--- src/rtl/core/pairwise_repulsion_force_accumulator_defines.svh ---
// ---------------------------------------------------------------------------
// Pairwise repulsion force accumulator - assertion macros
// Shared concurrent assertion forms, clocked on clk and disabled in reset.
// ---------------------------------------------------------------------------
`ifndef PAIRWISE_REPULSION_FORCE_ACCUMULATOR_DEFINES_SVH
`define PAIRWISE_REPULSION_FORCE_ACCUMULATOR_DEFINES_SVH

// Same-cycle implication
`define PRFA_ASSERT_IMPL(label, ante, cons, msg) \
    label: assert property (@(posedge clk) disable iff (!rst_n) (ante) |-> (cons)) \
        else $error(msg);

// Next-cycle implication
`define PRFA_ASSERT_NEXT(label, ante, cons, msg) \
    label: assert property (@(posedge clk) disable iff (!rst_n) (ante) |=> (cons)) \
        else $error(msg);

`endif

--- src/rtl/core/prfa_pkg.sv ---
// ---------------------------------------------------------------------------
// prfa_pkg
// Widths, codes and shared types of the pairwise repulsion force accumulator.
// ---------------------------------------------------------------------------
`default_nettype none

package prfa_pkg;

    // Field widths
    localparam int ID_W    = 16;
    localparam int POS_W   = 24;
    localparam int DIF_W   = POS_W + 1;
    localparam int MAG_W   = POS_W;
    localparam int K_W     = 16;
    localparam int R_W     = 23;
    localparam int CFG_W   = 23;
    localparam int OUT_W   = 32;
    localparam int SUM_W   = 40;

    // Datapath widths
    localparam int PROD_W  = 2 * MAG_W;
    localparam int RAD_W   = PROD_W + 1;
    localparam int ROOT_W  = 25;
    localparam int SMAG_W  = R_W;
    localparam int KS_W    = K_W + SMAG_W;
    localparam int KS_LO_W = MAG_W;
    localparam int QUO_W   = 24;
    localparam int DEN_W   = R_W + K_W;
    localparam int NUM_W   = DEN_W + QUO_W;
    localparam int TERM_W  = QUO_W + 1;

    // Operation codes
    localparam logic [1:0] OP_START  = 2'd0;
    localparam logic [1:0] OP_NEIGH  = 2'd1;
    localparam logic [1:0] OP_FINISH = 2'd2;

    // Register indexes
    localparam logic [1:0] CFG_REPEL   = 2'd0;
    localparam logic [1:0] CFG_ATTRACT = 2'd1;
    localparam logic [1:0] CFG_RADIUS  = 2'd2;

    // Register reset values
    localparam logic [K_W-1:0] REPEL_RST   = 16'd6554;
    localparam logic [K_W-1:0] ATTRACT_RST = 16'd0;
    localparam logic [R_W-1:0] RADIUS_RST  = 23'd8192;

    // Status of an iterative unit
    typedef struct packed {
        logic busy;
        logic done;
    } unit_stat_t;

endpackage

`default_nettype wire

--- src/rtl/core/pairwise_repulsion_force_accumulator.sv ---
// Start, finish and unused op codes leave the sequencer idle, so the input stays ready.
// A neighbour item holds the input while it is worked on: the offsets are squared
// in the shared 24x24 multiplier, the square root gives the distance, and in range
// each axis then passes the multiplier and divider; own-id items are taken at once.
// The finish result waits in an output register; only another finish is held back.
// Reset (async, active low) clears the agent, the sums and loads register defaults.
// ---------------------------------------------------------------------------
// pairwise_repulsion_force_accumulator
// Linear spring force from a run of neighbours on one agent, fixed point,
// with a shared multiplier, an iterative square root and an iterative divider.
// ---------------------------------------------------------------------------
`default_nettype none
`include "pairwise_repulsion_force_accumulator_defines.svh"

module pairwise_repulsion_force_accumulator
    import prfa_pkg::*;
(
    input  logic                    clk,
    input  logic                    rst_n,
    // Input channel
    input  logic                    in_valid,
    output logic                    in_ready,
    input  logic [1:0]              op,
    input  logic [ID_W-1:0]         ident,
    input  logic signed [POS_W-1:0] pos_x,
    input  logic signed [POS_W-1:0] pos_y,
    // Output channel
    output logic                    out_valid,
    input  logic                    out_ready,
    output logic signed [OUT_W-1:0] force_x,
    output logic signed [OUT_W-1:0] force_y,
    // Configuration channel
    input  logic                    cfg_valid,
    output logic                    cfg_ready,
    input  logic [1:0]              cfg_index,
    input  logic [CFG_W-1:0]        cfg_data
);

    typedef enum logic [3:0] {
        ST_IDLE,
        ST_SQ_X,
        ST_SQ_Y,
        ST_SQ_SUM,
        ST_SQRT,
        ST_SEP,
        ST_KS,
        ST_KS_HOLD,
        ST_LO,
        ST_HI,
        ST_NUM,
        ST_DIV,
        ST_ACC
    } state_t;

    localparam logic signed [SUM_W-1:0] SUM_MAX = {1'b0, {(SUM_W-1){1'b1}}};
    localparam logic signed [SUM_W-1:0] SUM_MIN = {1'b1, {(SUM_W-1){1'b0}}};
    localparam logic signed [OUT_W-1:0] OUT_MAX = {1'b0, {(OUT_W-1){1'b1}}};
    localparam logic signed [OUT_W-1:0] OUT_MIN = {1'b1, {(OUT_W-1){1'b0}}};

    // Saturate a sum to the output width
    function automatic logic signed [OUT_W-1:0] sat_out(input logic signed [SUM_W-1:0] v);
        logic [SUM_W-OUT_W:0] top;
        top = v[SUM_W-1:OUT_W-1];
        if (top == {(SUM_W-OUT_W+1){v[SUM_W-1]}})
            return v[OUT_W-1:0];
        else
            return v[SUM_W-1] ? OUT_MIN : OUT_MAX;
    endfunction

    // Saturating add of one signed term to a sum
    function automatic logic signed [SUM_W-1:0] sat_add(input logic signed [SUM_W-1:0] a,
                                                        input logic signed [TERM_W-1:0] b);
        logic signed [SUM_W:0] t;
        t = {a[SUM_W-1], a} + {{(SUM_W+1-TERM_W){b[TERM_W-1]}}, b};
        if (t[SUM_W] != t[SUM_W-1])
            return t[SUM_W] ? SUM_MIN : SUM_MAX;
        else
            return t[SUM_W-1:0];
    endfunction

    // Control and state registers
    state_t                   state_reg, state_next;
    logic                     axis_reg, axis_next;
    logic [K_W-1:0]           repel_reg, repel_next;
    logic [K_W-1:0]           attract_reg, attract_next;
    logic [R_W-1:0]           radius_reg, radius_next;
    logic [ID_W-1:0]          own_ident_reg, own_ident_next;
    logic signed [POS_W-1:0]  own_x_reg, own_x_next;
    logic signed [POS_W-1:0]  own_y_reg, own_y_next;
    logic signed [SUM_W-1:0]  sum_x_reg, sum_x_next;
    logic signed [SUM_W-1:0]  sum_y_reg, sum_y_next;
    logic                     out_valid_reg, out_valid_next;
    logic signed [OUT_W-1:0]  force_x_reg, force_x_next;
    logic signed [OUT_W-1:0]  force_y_reg, force_y_next;

    // Datapath registers
    logic [MAG_W-1:0]         dmag_x_reg, dmag_y_reg;
    logic                     dneg_x_reg, dneg_y_reg;
    logic [PROD_W-1:0]        prod_reg;
    logic [PROD_W-1:0]        sqx_reg;
    logic [SMAG_W-1:0]        smag_reg;
    logic [K_W-1:0]           k_reg;
    logic [KS_W-1:0]          ks_reg;
    logic [PROD_W-1:0]        lo_reg;

    // Combinational
    logic                     in_fire;
    logic [DIF_W-1:0]         dx_w, dy_w, dx_neg, dy_neg;
    logic [MAG_W-1:0]         dmag_x_in, dmag_y_in, dmag_axis;
    logic [MAG_W-1:0]         mul_a, mul_b;
    logic [ROOT_W-1:0]        root;
    logic [ROOT_W-1:0]        sep_up, sep_dn;
    logic                     near, attract;
    logic [QUO_W-1:0]         quot;
    logic signed [TERM_W-1:0] term;
    unit_stat_t               sq_stat, dv_stat;
    logic                     sq_start, dv_start;
    logic [RAD_W-1:0]         radicand;
    logic [NUM_W-1:0]         numer;

    // Handshakes
    assign in_fire   = in_valid && in_ready;
    assign in_ready  = (state_reg == ST_IDLE)
                       && !(op == OP_FINISH && out_valid_reg && !out_ready);
    assign cfg_ready = 1'b1;

    // Offsets to the neighbour and their magnitudes
    assign dx_w      = {own_x_reg[POS_W-1], own_x_reg} - {pos_x[POS_W-1], pos_x};
    assign dy_w      = {own_y_reg[POS_W-1], own_y_reg} - {pos_y[POS_W-1], pos_y};
    assign dx_neg    = DIF_W'(0) - dx_w;
    assign dy_neg    = DIF_W'(0) - dy_w;
    assign dmag_x_in = dx_w[DIF_W-1] ? dx_neg[MAG_W-1:0] : dx_w[MAG_W-1:0];
    assign dmag_y_in = dy_w[DIF_W-1] ? dy_neg[MAG_W-1:0] : dy_w[MAG_W-1:0];
    assign dmag_axis = axis_reg ? dmag_y_reg : dmag_x_reg;

    // Separation against the radius
    assign sep_up  = root - ROOT_W'(radius_reg);
    assign sep_dn  = ROOT_W'(radius_reg) - root;
    assign near    = (root < {1'b0, radius_reg, 1'b0});
    assign attract = (root > ROOT_W'(radius_reg));

    // Shared multiplier operand select
    always_comb
    begin
        unique case (state_reg)
            ST_SQ_X:
            begin
                mul_a = dmag_x_reg;
                mul_b = dmag_x_reg;
            end
            ST_SQ_Y:
            begin
                mul_a = dmag_y_reg;
                mul_b = dmag_y_reg;
            end
            ST_KS:
            begin
                mul_a = MAG_W'(smag_reg);
                mul_b = MAG_W'(k_reg);
            end
            ST_LO:
            begin
                mul_a = ks_reg[KS_LO_W-1:0];
                mul_b = dmag_axis;
            end
            ST_HI:
            begin
                mul_a = MAG_W'(ks_reg[KS_W-1:KS_LO_W]);
                mul_b = dmag_axis;
            end
            default:
            begin
                mul_a = '0;
                mul_b = '0;
            end
        endcase
    end

    // Unit operands
    assign sq_start = (state_reg == ST_SQ_SUM);
    assign radicand = {1'b0, sqx_reg} + {1'b0, prod_reg};
    assign dv_start = (state_reg == ST_NUM);
    assign numer    = NUM_W'(lo_reg) + {prod_reg[NUM_W-KS_LO_W-1:0], KS_LO_W'(0)};

    // Term sign follows the offset sign (zero separation gives a zero quotient)
    assign term = (axis_reg ? dneg_y_reg : dneg_x_reg)
                  ? -$signed({1'b0, quot}) : $signed({1'b0, quot});

    prfa_sqrt u_sqrt (
        .clk      (clk),
        .rst_n    (rst_n),
        .start    (sq_start),
        .radicand (radicand),
        .stat     (sq_stat),
        .root     (root)
    );

    prfa_div u_div (
        .clk   (clk),
        .rst_n (rst_n),
        .start (dv_start),
        .numer (numer),
        .denom ({radius_reg, K_W'(0)}),
        .stat  (dv_stat),
        .quot  (quot)
    );

    // Sequencer and next state
    always_comb
    begin
        state_next     = state_reg;
        axis_next      = axis_reg;
        repel_next     = repel_reg;
        attract_next   = attract_reg;
        radius_next    = radius_reg;
        own_ident_next = own_ident_reg;
        own_x_next     = own_x_reg;
        own_y_next     = own_y_reg;
        sum_x_next     = sum_x_reg;
        sum_y_next     = sum_y_reg;
        out_valid_next = out_valid_reg;
        force_x_next   = force_x_reg;
        force_y_next   = force_y_reg;

        // Configuration writes
        if (cfg_valid && cfg_ready)
        begin
            unique case (cfg_index)
                CFG_REPEL:   repel_next   = cfg_data[K_W-1:0];
                CFG_ATTRACT: attract_next = cfg_data[K_W-1:0];
                CFG_RADIUS:  radius_next  = cfg_data[R_W-1:0];
                default:     ;
            endcase
        end

        // Output transfer
        if (out_valid_reg && out_ready)
            out_valid_next = 1'b0;

        unique case (state_reg)
            ST_IDLE:
            begin
                if (in_fire)
                begin
                    unique case (op)
                        OP_START:
                        begin
                            own_ident_next = ident;
                            own_x_next     = pos_x;
                            own_y_next     = pos_y;
                            sum_x_next     = '0;
                            sum_y_next     = '0;
                        end
                        OP_NEIGH:
                        begin
                            if (ident != own_ident_reg)
                                state_next = ST_SQ_X;
                        end
                        OP_FINISH:
                        begin
                            out_valid_next = 1'b1;
                            force_x_next   = sat_out(sum_x_reg);
                            force_y_next   = sat_out(sum_y_reg);
                        end
                        default: ;
                    endcase
                end
            end
            ST_SQ_X:   state_next = ST_SQ_Y;
            ST_SQ_Y:   state_next = ST_SQ_SUM;
            ST_SQ_SUM: state_next = ST_SQRT;
            ST_SQRT:
            begin
                if (sq_stat.done)
                    state_next = ST_SEP;
            end
            ST_SEP:    state_next = near ? ST_KS : ST_IDLE;
            ST_KS:     state_next = ST_KS_HOLD;
            ST_KS_HOLD:
            begin
                axis_next  = 1'b0;
                state_next = ST_LO;
            end
            ST_LO:     state_next = ST_HI;
            ST_HI:     state_next = ST_NUM;
            ST_NUM:    state_next = ST_DIV;
            ST_DIV:
            begin
                if (dv_stat.done)
                    state_next = ST_ACC;
            end
            ST_ACC:
            begin
                if (axis_reg)
                begin
                    sum_y_next = sat_add(sum_y_reg, term);
                    state_next = ST_IDLE;
                end
                else
                begin
                    sum_x_next = sat_add(sum_x_reg, term);
                    axis_next  = 1'b1;
                    state_next = ST_LO;
                end
            end
            default:   state_next = ST_IDLE;
        endcase
    end

    // State and registered outputs
    always_ff @(posedge clk or negedge rst_n)
    begin
        if (!rst_n)
        begin
            state_reg     <= ST_IDLE;
            axis_reg      <= 1'b0;
            repel_reg     <= REPEL_RST;
            attract_reg   <= ATTRACT_RST;
            radius_reg    <= RADIUS_RST;
            own_ident_reg <= '0;
            own_x_reg     <= '0;
            own_y_reg     <= '0;
            sum_x_reg     <= '0;
            sum_y_reg     <= '0;
            out_valid_reg <= 1'b0;
            force_x_reg   <= '0;
            force_y_reg   <= '0;
        end
        else
        begin
            state_reg     <= state_next;
            axis_reg      <= axis_next;
            repel_reg     <= repel_next;
            attract_reg   <= attract_next;
            radius_reg    <= radius_next;
            own_ident_reg <= own_ident_next;
            own_x_reg     <= own_x_next;
            own_y_reg     <= own_y_next;
            sum_x_reg     <= sum_x_next;
            sum_y_reg     <= sum_y_next;
            out_valid_reg <= out_valid_next;
            force_x_reg   <= force_x_next;
            force_y_reg   <= force_y_next;
        end
    end

    // Datapath registers
    always_ff @(posedge clk)
    begin
        prod_reg <= mul_a * mul_b;
        if (in_fire)
        begin
            dmag_x_reg <= dmag_x_in;
            dmag_y_reg <= dmag_y_in;
            dneg_x_reg <= dx_w[DIF_W-1];
            dneg_y_reg <= dy_w[DIF_W-1];
        end
        if (state_reg == ST_SQ_Y)
            sqx_reg <= prod_reg;
        if (state_reg == ST_SEP)
        begin
            smag_reg <= attract ? sep_up[SMAG_W-1:0] : sep_dn[SMAG_W-1:0];
            k_reg    <= attract ? attract_reg : repel_reg;
        end
        if (state_reg == ST_KS_HOLD)
            ks_reg <= prod_reg[KS_W-1:0];
        if (state_reg == ST_HI)
            lo_reg <= prod_reg;
    end

    assign out_valid = out_valid_reg;
    assign force_x   = force_x_reg;
    assign force_y   = force_y_reg;

    // Assertions
    `PRFA_ASSERT_IMPL(a_sqrt_busy_in_wait, sq_stat.busy, state_reg == ST_SQRT,
        "square root unit busy outside its wait state")
    `PRFA_ASSERT_IMPL(a_div_busy_in_wait, dv_stat.busy, state_reg == ST_DIV,
        "divider busy outside its wait state")
    `PRFA_ASSERT_NEXT(a_finish_loads_out, in_fire && op == OP_FINISH, out_valid_reg,
        "finish transfer did not load the output register")
    `PRFA_ASSERT_NEXT(a_sums_hold_idle, state_reg == ST_IDLE && !in_fire,
        $stable(sum_x_reg) && $stable(sum_y_reg), "force sums changed while idle")

endmodule

`default_nettype wire

--- src/rtl/core/prfa_sqrt.sv ---
// ---------------------------------------------------------------------------
// prfa_sqrt
// Iterative integer square root, one root bit per cycle (restoring form).
// ---------------------------------------------------------------------------
`default_nettype none

module prfa_sqrt
    import prfa_pkg::*;
(
    input  logic              clk,
    input  logic              rst_n,
    input  logic              start,
    input  logic [RAD_W-1:0]  radicand,
    output unit_stat_t        stat,
    output logic [ROOT_W-1:0] root
);

    localparam int CNT_W = $clog2(ROOT_W + 1);

    logic [2*ROOT_W-1:0] rad_reg, rad_next;
    logic [ROOT_W:0]     rem_reg, rem_next;
    logic [ROOT_W-1:0]   root_reg, root_next;
    logic [CNT_W-1:0]    cnt_reg, cnt_next;
    logic                busy_reg, busy_next;
    logic                done_reg, done_next;
    logic [ROOT_W+2:0]   rem_sh;
    logic [ROOT_W+2:0]   trial;
    logic [ROOT_W+2:0]   diff;

    // One root bit per step: bring down two radicand bits, try 4*root+1
    always_comb
    begin
        rem_sh    = {rem_reg, rad_reg[2*ROOT_W-1 -: 2]};
        trial     = {1'b0, root_reg, 2'b01};
        diff      = rem_sh - trial;
        rad_next  = rad_reg;
        rem_next  = rem_reg;
        root_next = root_reg;
        cnt_next  = cnt_reg;
        busy_next = busy_reg;
        done_next = 1'b0;
        if (start)
        begin
            rad_next  = (2*ROOT_W)'(radicand);
            rem_next  = '0;
            root_next = '0;
            cnt_next  = CNT_W'(ROOT_W);
            busy_next = 1'b1;
        end
        else if (busy_reg)
        begin
            rad_next = rad_reg << 2;
            if (rem_sh >= trial)
            begin
                rem_next  = diff[ROOT_W:0];
                root_next = {root_reg[ROOT_W-2:0], 1'b1};
            end
            else
            begin
                rem_next  = rem_sh[ROOT_W:0];
                root_next = {root_reg[ROOT_W-2:0], 1'b0};
            end
            cnt_next = cnt_reg - CNT_W'(1);
            if (cnt_reg == CNT_W'(1))
            begin
                busy_next = 1'b0;
                done_next = 1'b1;
            end
        end
    end

    // Control
    always_ff @(posedge clk or negedge rst_n)
    begin
        if (!rst_n)
        begin
            cnt_reg  <= '0;
            busy_reg <= 1'b0;
            done_reg <= 1'b0;
        end
        else
        begin
            cnt_reg  <= cnt_next;
            busy_reg <= busy_next;
            done_reg <= done_next;
        end
    end

    // Datapath
    always_ff @(posedge clk)
    begin
        rad_reg  <= rad_next;
        rem_reg  <= rem_next;
        root_reg <= root_next;
    end

    assign stat.busy = busy_reg;
    assign stat.done = done_reg;
    assign root      = root_reg;

endmodule

`default_nettype wire

--- src/rtl/core/prfa_div.sv ---
// ---------------------------------------------------------------------------
// prfa_div
// Iterative restoring divider, one quotient bit per cycle. The caller
// guarantees numer < denom * 2^QUO_W, so the quotient fits QUO_W bits.
// ---------------------------------------------------------------------------
`default_nettype none

module prfa_div
    import prfa_pkg::*;
(
    input  logic             clk,
    input  logic             rst_n,
    input  logic             start,
    input  logic [NUM_W-1:0] numer,
    input  logic [DEN_W-1:0] denom,
    output unit_stat_t       stat,
    output logic [QUO_W-1:0] quot
);

    localparam int CNT_W = $clog2(QUO_W + 1);

    logic [DEN_W-1:0] rem_reg, rem_next;
    logic [DEN_W-1:0] den_reg, den_next;
    logic [QUO_W-1:0] quo_reg, quo_next;
    logic [CNT_W-1:0] cnt_reg, cnt_next;
    logic             busy_reg, busy_next;
    logic             done_reg, done_next;
    logic [DEN_W:0]   rem_sh;
    logic [DEN_W:0]   diff;
    logic             ge;

    // Shift one numerator bit into the remainder, subtract if it fits;
    // quotient bits replace the numerator bits in the same register
    always_comb
    begin
        rem_sh    = {rem_reg, quo_reg[QUO_W-1]};
        diff      = rem_sh - {1'b0, den_reg};
        ge        = (rem_sh >= {1'b0, den_reg});
        rem_next  = rem_reg;
        den_next  = den_reg;
        quo_next  = quo_reg;
        cnt_next  = cnt_reg;
        busy_next = busy_reg;
        done_next = 1'b0;
        if (start)
        begin
            rem_next  = numer[NUM_W-1 -: DEN_W];
            quo_next  = numer[QUO_W-1:0];
            den_next  = denom;
            cnt_next  = CNT_W'(QUO_W);
            busy_next = 1'b1;
        end
        else if (busy_reg)
        begin
            rem_next = ge ? diff[DEN_W-1:0] : rem_sh[DEN_W-1:0];
            quo_next = {quo_reg[QUO_W-2:0], ge};
            cnt_next = cnt_reg - CNT_W'(1);
            if (cnt_reg == CNT_W'(1))
            begin
                busy_next = 1'b0;
                done_next = 1'b1;
            end
        end
    end

    // Control
    always_ff @(posedge clk or negedge rst_n)
    begin
        if (!rst_n)
        begin
            cnt_reg  <= '0;
            busy_reg <= 1'b0;
            done_reg <= 1'b0;
        end
        else
        begin
            cnt_reg  <= cnt_next;
            busy_reg <= busy_next;
            done_reg <= done_next;
        end
    end

    // Datapath
    always_ff @(posedge clk)
    begin
        rem_reg <= rem_next;
        den_reg <= den_next;
        quo_reg <= quo_next;
    end

    assign stat.busy = busy_reg;
    assign stat.done = done_reg;
    assign quot      = quo_reg;

endmodule

`default_nettype wire

--- config.mk ---
export PLATFORM = sky130hd
export DESIGN_NAME = pairwise_repulsion_force_accumulator
export DESIGN_NICKNAME = d
export VERILOG_FILES = /design/src/rtl/core/prfa_pkg.sv /design/src/rtl/core/pairwise_repulsion_force_accumulator.sv /design/src/rtl/core/prfa_sqrt.sv /design/src/rtl/core/prfa_div.sv
export VERILOG_INCLUDE_DIRS = /design/src /design/src/rtl/core
export SDC_FILE = /design/constraint.sdc
export NUM_CORES = 2
export LEC_CHECK = 0
export BUFFER_PORTS_ARGS = -buffer_cell sky130_fd_sc_hd__buf_4
export CORE_ASPECT_RATIO = 2
export CORE_MARGIN = 3
export CORE_UTILIZATION = 60
export DETAILED_ROUTE_END_ITERATION = 16
export PLACE_DENSITY = 0.73
export SLEW_MARGIN = 30
export SYNTH_ARGS = -nofsm -noshare
export SYNTH_HDL_FRONTEND = slang
export SYNTH_SLANG_ARGS = --single-unit
--- constraint.sdc ---
create_clock -name clk -period 23.3 [get_ports clk]
set_input_delay 4.66 -clock clk [delete_from_list [all_inputs] [get_ports clk]]
set_output_delay 4.66 -clock clk [all_outputs]
set_load 0.05 [all_outputs]
==> results.toml <==
[setup_path]
critPathCaptureType = "output pin"
start_kind = "input pin"
crit_arrival_ns = 5.41
critPathBufInv = 2
critPathMostFrequentCell = "buf_4"
worstSetupPathType = "in2out"
path_cells = "buf_4 -> nor4b_1 -> nor2_1 -> buf_4"
path_delay_family = "simple AND/OR/NAND/NOR gates"
crit_slowest_cell = "nor4b_1"
cpPeakStageDelay_ns = 0.31
critPathMaxFanout = 5
cp_data_required_time_ns = 18.64

[global_routing]
grt_max_degree = 81
antenna_found_initial = 4
grt_first_pass_wirelength_um = 295000
track_usage = 0.350
grt_overflow = 0
grt_pass1_vias = 52100

[synth]
postSynthCellCount = 6778
ys_top_cells_by_area = "edfxtp_1, fa_1, dfrtp_1"
async_flop_share = 0.381
synth-edff-count = 359
ys_warn_count = 0
synth_top_area_frac = 0.170
synth_flop_cell = "edfxtp_1"
synth_largest_area_cell = "edfxtp_1"
synth.distinct_cells = 99
yosysSeqAreaShare = 0.313
synthesis.nets = 7863
syn_avg_cell_area_um2 = 9.37
syn_area_mm2 = 0.0635
synth_seq_cells = 742

[cells_and_area]
largest_register_ffs = 50
fill_cells = 8704
syn2layout_area_growth_pct = 7.99
fin_cells = 8227
most-common-layout-cells = "nand2_1, inv_1, ha_1, fa_1, nor2_1"
final_nets = 7891
drive_gt1_frac = 0.0830
final_common_cell = "nand2_1"

[floorplan]
dieHeight_um = 466
die_area_mm2 = 0.110
chipWidth_um = 236
core_mm2 = 0.105
ios = 163
start_util = 0.605
row_count = 168

[routing]
route.detailed.drc = 0
ant_nets = 0
vias = 50400
dr.pass1.iters = 6
totalWireLength_um = 193000
routedWlPerCell_um = 23.5
drtIter0Drc = 3535
viasPerCell = 6.13

[sta]
worst_pin_slew_ns = 1.14
period_minus_slack_ns = 10.07
finClkSkew_ns = 0.0711
fmax_ghz = 0.0993
fin_tns_setup_ns = 0
rsz0062_at_grt = "false"
fin_crit_sh = 0.432
setup_viol = 0
relSlewSlack = 0.235
slew_violations = 0
hold_violations = 0

[run_status]
status = "finished clean"

[cts]
cts.repair.resized = 0
postCtsSetupBuffers = 0
cts_max_path_buffers = 3
ctsHoldBuffers = 0
clk_latency_ns = 0.70
cts_sinks = 742
htreeDepth = 3
cts.root.buffer_cell = "clkbuf_16"
cts_buffers = 71
cts_tree = "yes"
path_clk_slew_ns = 0.06

[min_path]
min_path_type = "reg2reg"

[power_and_ir_drop]
pwr_density_cell_mw_per_mm2 = 50.8
cellLeakagePower_nw = 32.0
vdd_drop_max_mv = 0.0673

[placed_design]
port_buffers = 161
place_inst = 8092
gp_congestion = 1.02
dp_hpwl_um = 150000

[job]
maxCapViolCount = 0
==> per-stage QoR <==
step	power [mW]	utilization	worst slack [ns]	hold slack, ns	cell area [um^2]
floorplan	2.05	-	13.19	0.432	63500
global placement	2.24	0.629	13.19	0.462	66000
detailed placement	2.26	0.630	13.23	0.471	66100
CTS	3.50	0.653	13.23	0.485	68500
global route	3.63	0.654	13.13	0.502	68600
finish	3.49	0.654	13.23	0.478	68600
==> worst paths after layout <==
| check | from | end | slack (ns) | cells past startpoint |
|---|---|---|---|---|
| worst max-delay path | op[0] | in_ready | 13.23 | 4 |
| worst min-delay path | force_x[20]$_DFFE_PN0P_ | force_x[20]$_DFFE_PN0P_ | 0.48 | 2 |
| worst max register to register | state_reg[2]$_DFFE_PN0P_ | prod_reg[47]$_DFF_P_ | 13.53 | 32 |
| worst min register to register | force_x[20]$_DFFE_PN0P_ | force_x[20]$_DFFE_PN0P_ | 0.48 | 2 |
| max in group asynchronous | rst_n | own_y_reg[7]$_DFFE_PN0P_ | 17.57 | 3 |
| min in group asynchronous | rst_n | sum_y_reg[38]$_DFFE_PN0P_ | 3.88 | 1 |
==> power breakdown <==
group | internal (mW) | switching [mW] | leakage, nW | total [mW]
clock network | 0.673 | 0.565 | 1.20 | 1.24
logic | 0.292 | 0.441 | 23.1 | 0.733
registers | 1.46 | 0.0560 | 7.64 | 1.52
==> logic make-up (layout without fill, tap and decap cells) <==
family | Yosys count | after routing | share of synthesized area
AOI/OAI and AO/OA | 1470 | 1470 | 0.151
xor gates and xnor gates | 372 | 372 | 0.0513
adders and majority gates | 990 | 990 | 0.253
buffers and inverters | 1132 | 1219 | 0.0683
DFF | 742 | 742 | 0.313
muxes | 192 | 192 | 0.0327
other | 1 | 3 | 0.0000591
and+or+nand+nor | 1879 | 1879 | 0.130
==> cells in the mapped netlist (13+ instances only) <==
master    number
a211oi_1      43
a21o_1       188
a21oi_1      428
a221o_1       85
a221oi_1      13
a22oi_1       39
a31oi_1       44
and2_1        43
and3_1        34
and4_1        22
buf_1         14
buf_2         17
clkbuf_1     246
dfrtp_1      275
dfxtp_1      100
edfxtp_1     359
fa_1         491
ha_1         498
inv_1        839
mux2_2       123
mux2i_1       69
nand2_1      883
nand2b_1      54
nand3_1       83
nand4_1       52
nor2_1       496
nor2b_1       45
nor3_1        68
nor4_1        22
o211ai_1      32
o21a_1        33
o21ai_0      328
o21ai_1       15
o21bai_1      43
o31ai_1       31
or3_1         19
xnor2_1      217
xor2_1       155
==> worst min-delay path: stages, from the launching register on <==
cell     delay (ns)
dfrtp_1        0.34
nand2_1        0.05
o21ai_0        0.06
==> metal layers <==
metal	vias to the layer above	track usage	wire length, um
met3	793	0.0433	10900
met1	24600	0.352	62500
met2	1953	0.630	98500
li1	23100	-	-
met5	-	0	0
met4	0	0.312	21400
==> final cells by class <==
type	instances	area (um^2)	share of cell area
Multi-Input combinational cell	4904	39400	0.575
Sequential cell	742	19900	0.290
Inverter	843	3160	0.0461
Clock buffer	90	1930	0.0281
Timing Repair Buffer	244	1900	0.0278
Tap cell	1360	1700	0.0248
Clock inverter	42	549	0.00801
Antenna cell	2	5.00	0.0000730
Note: power is estimated with default switching activity, not from simulation.
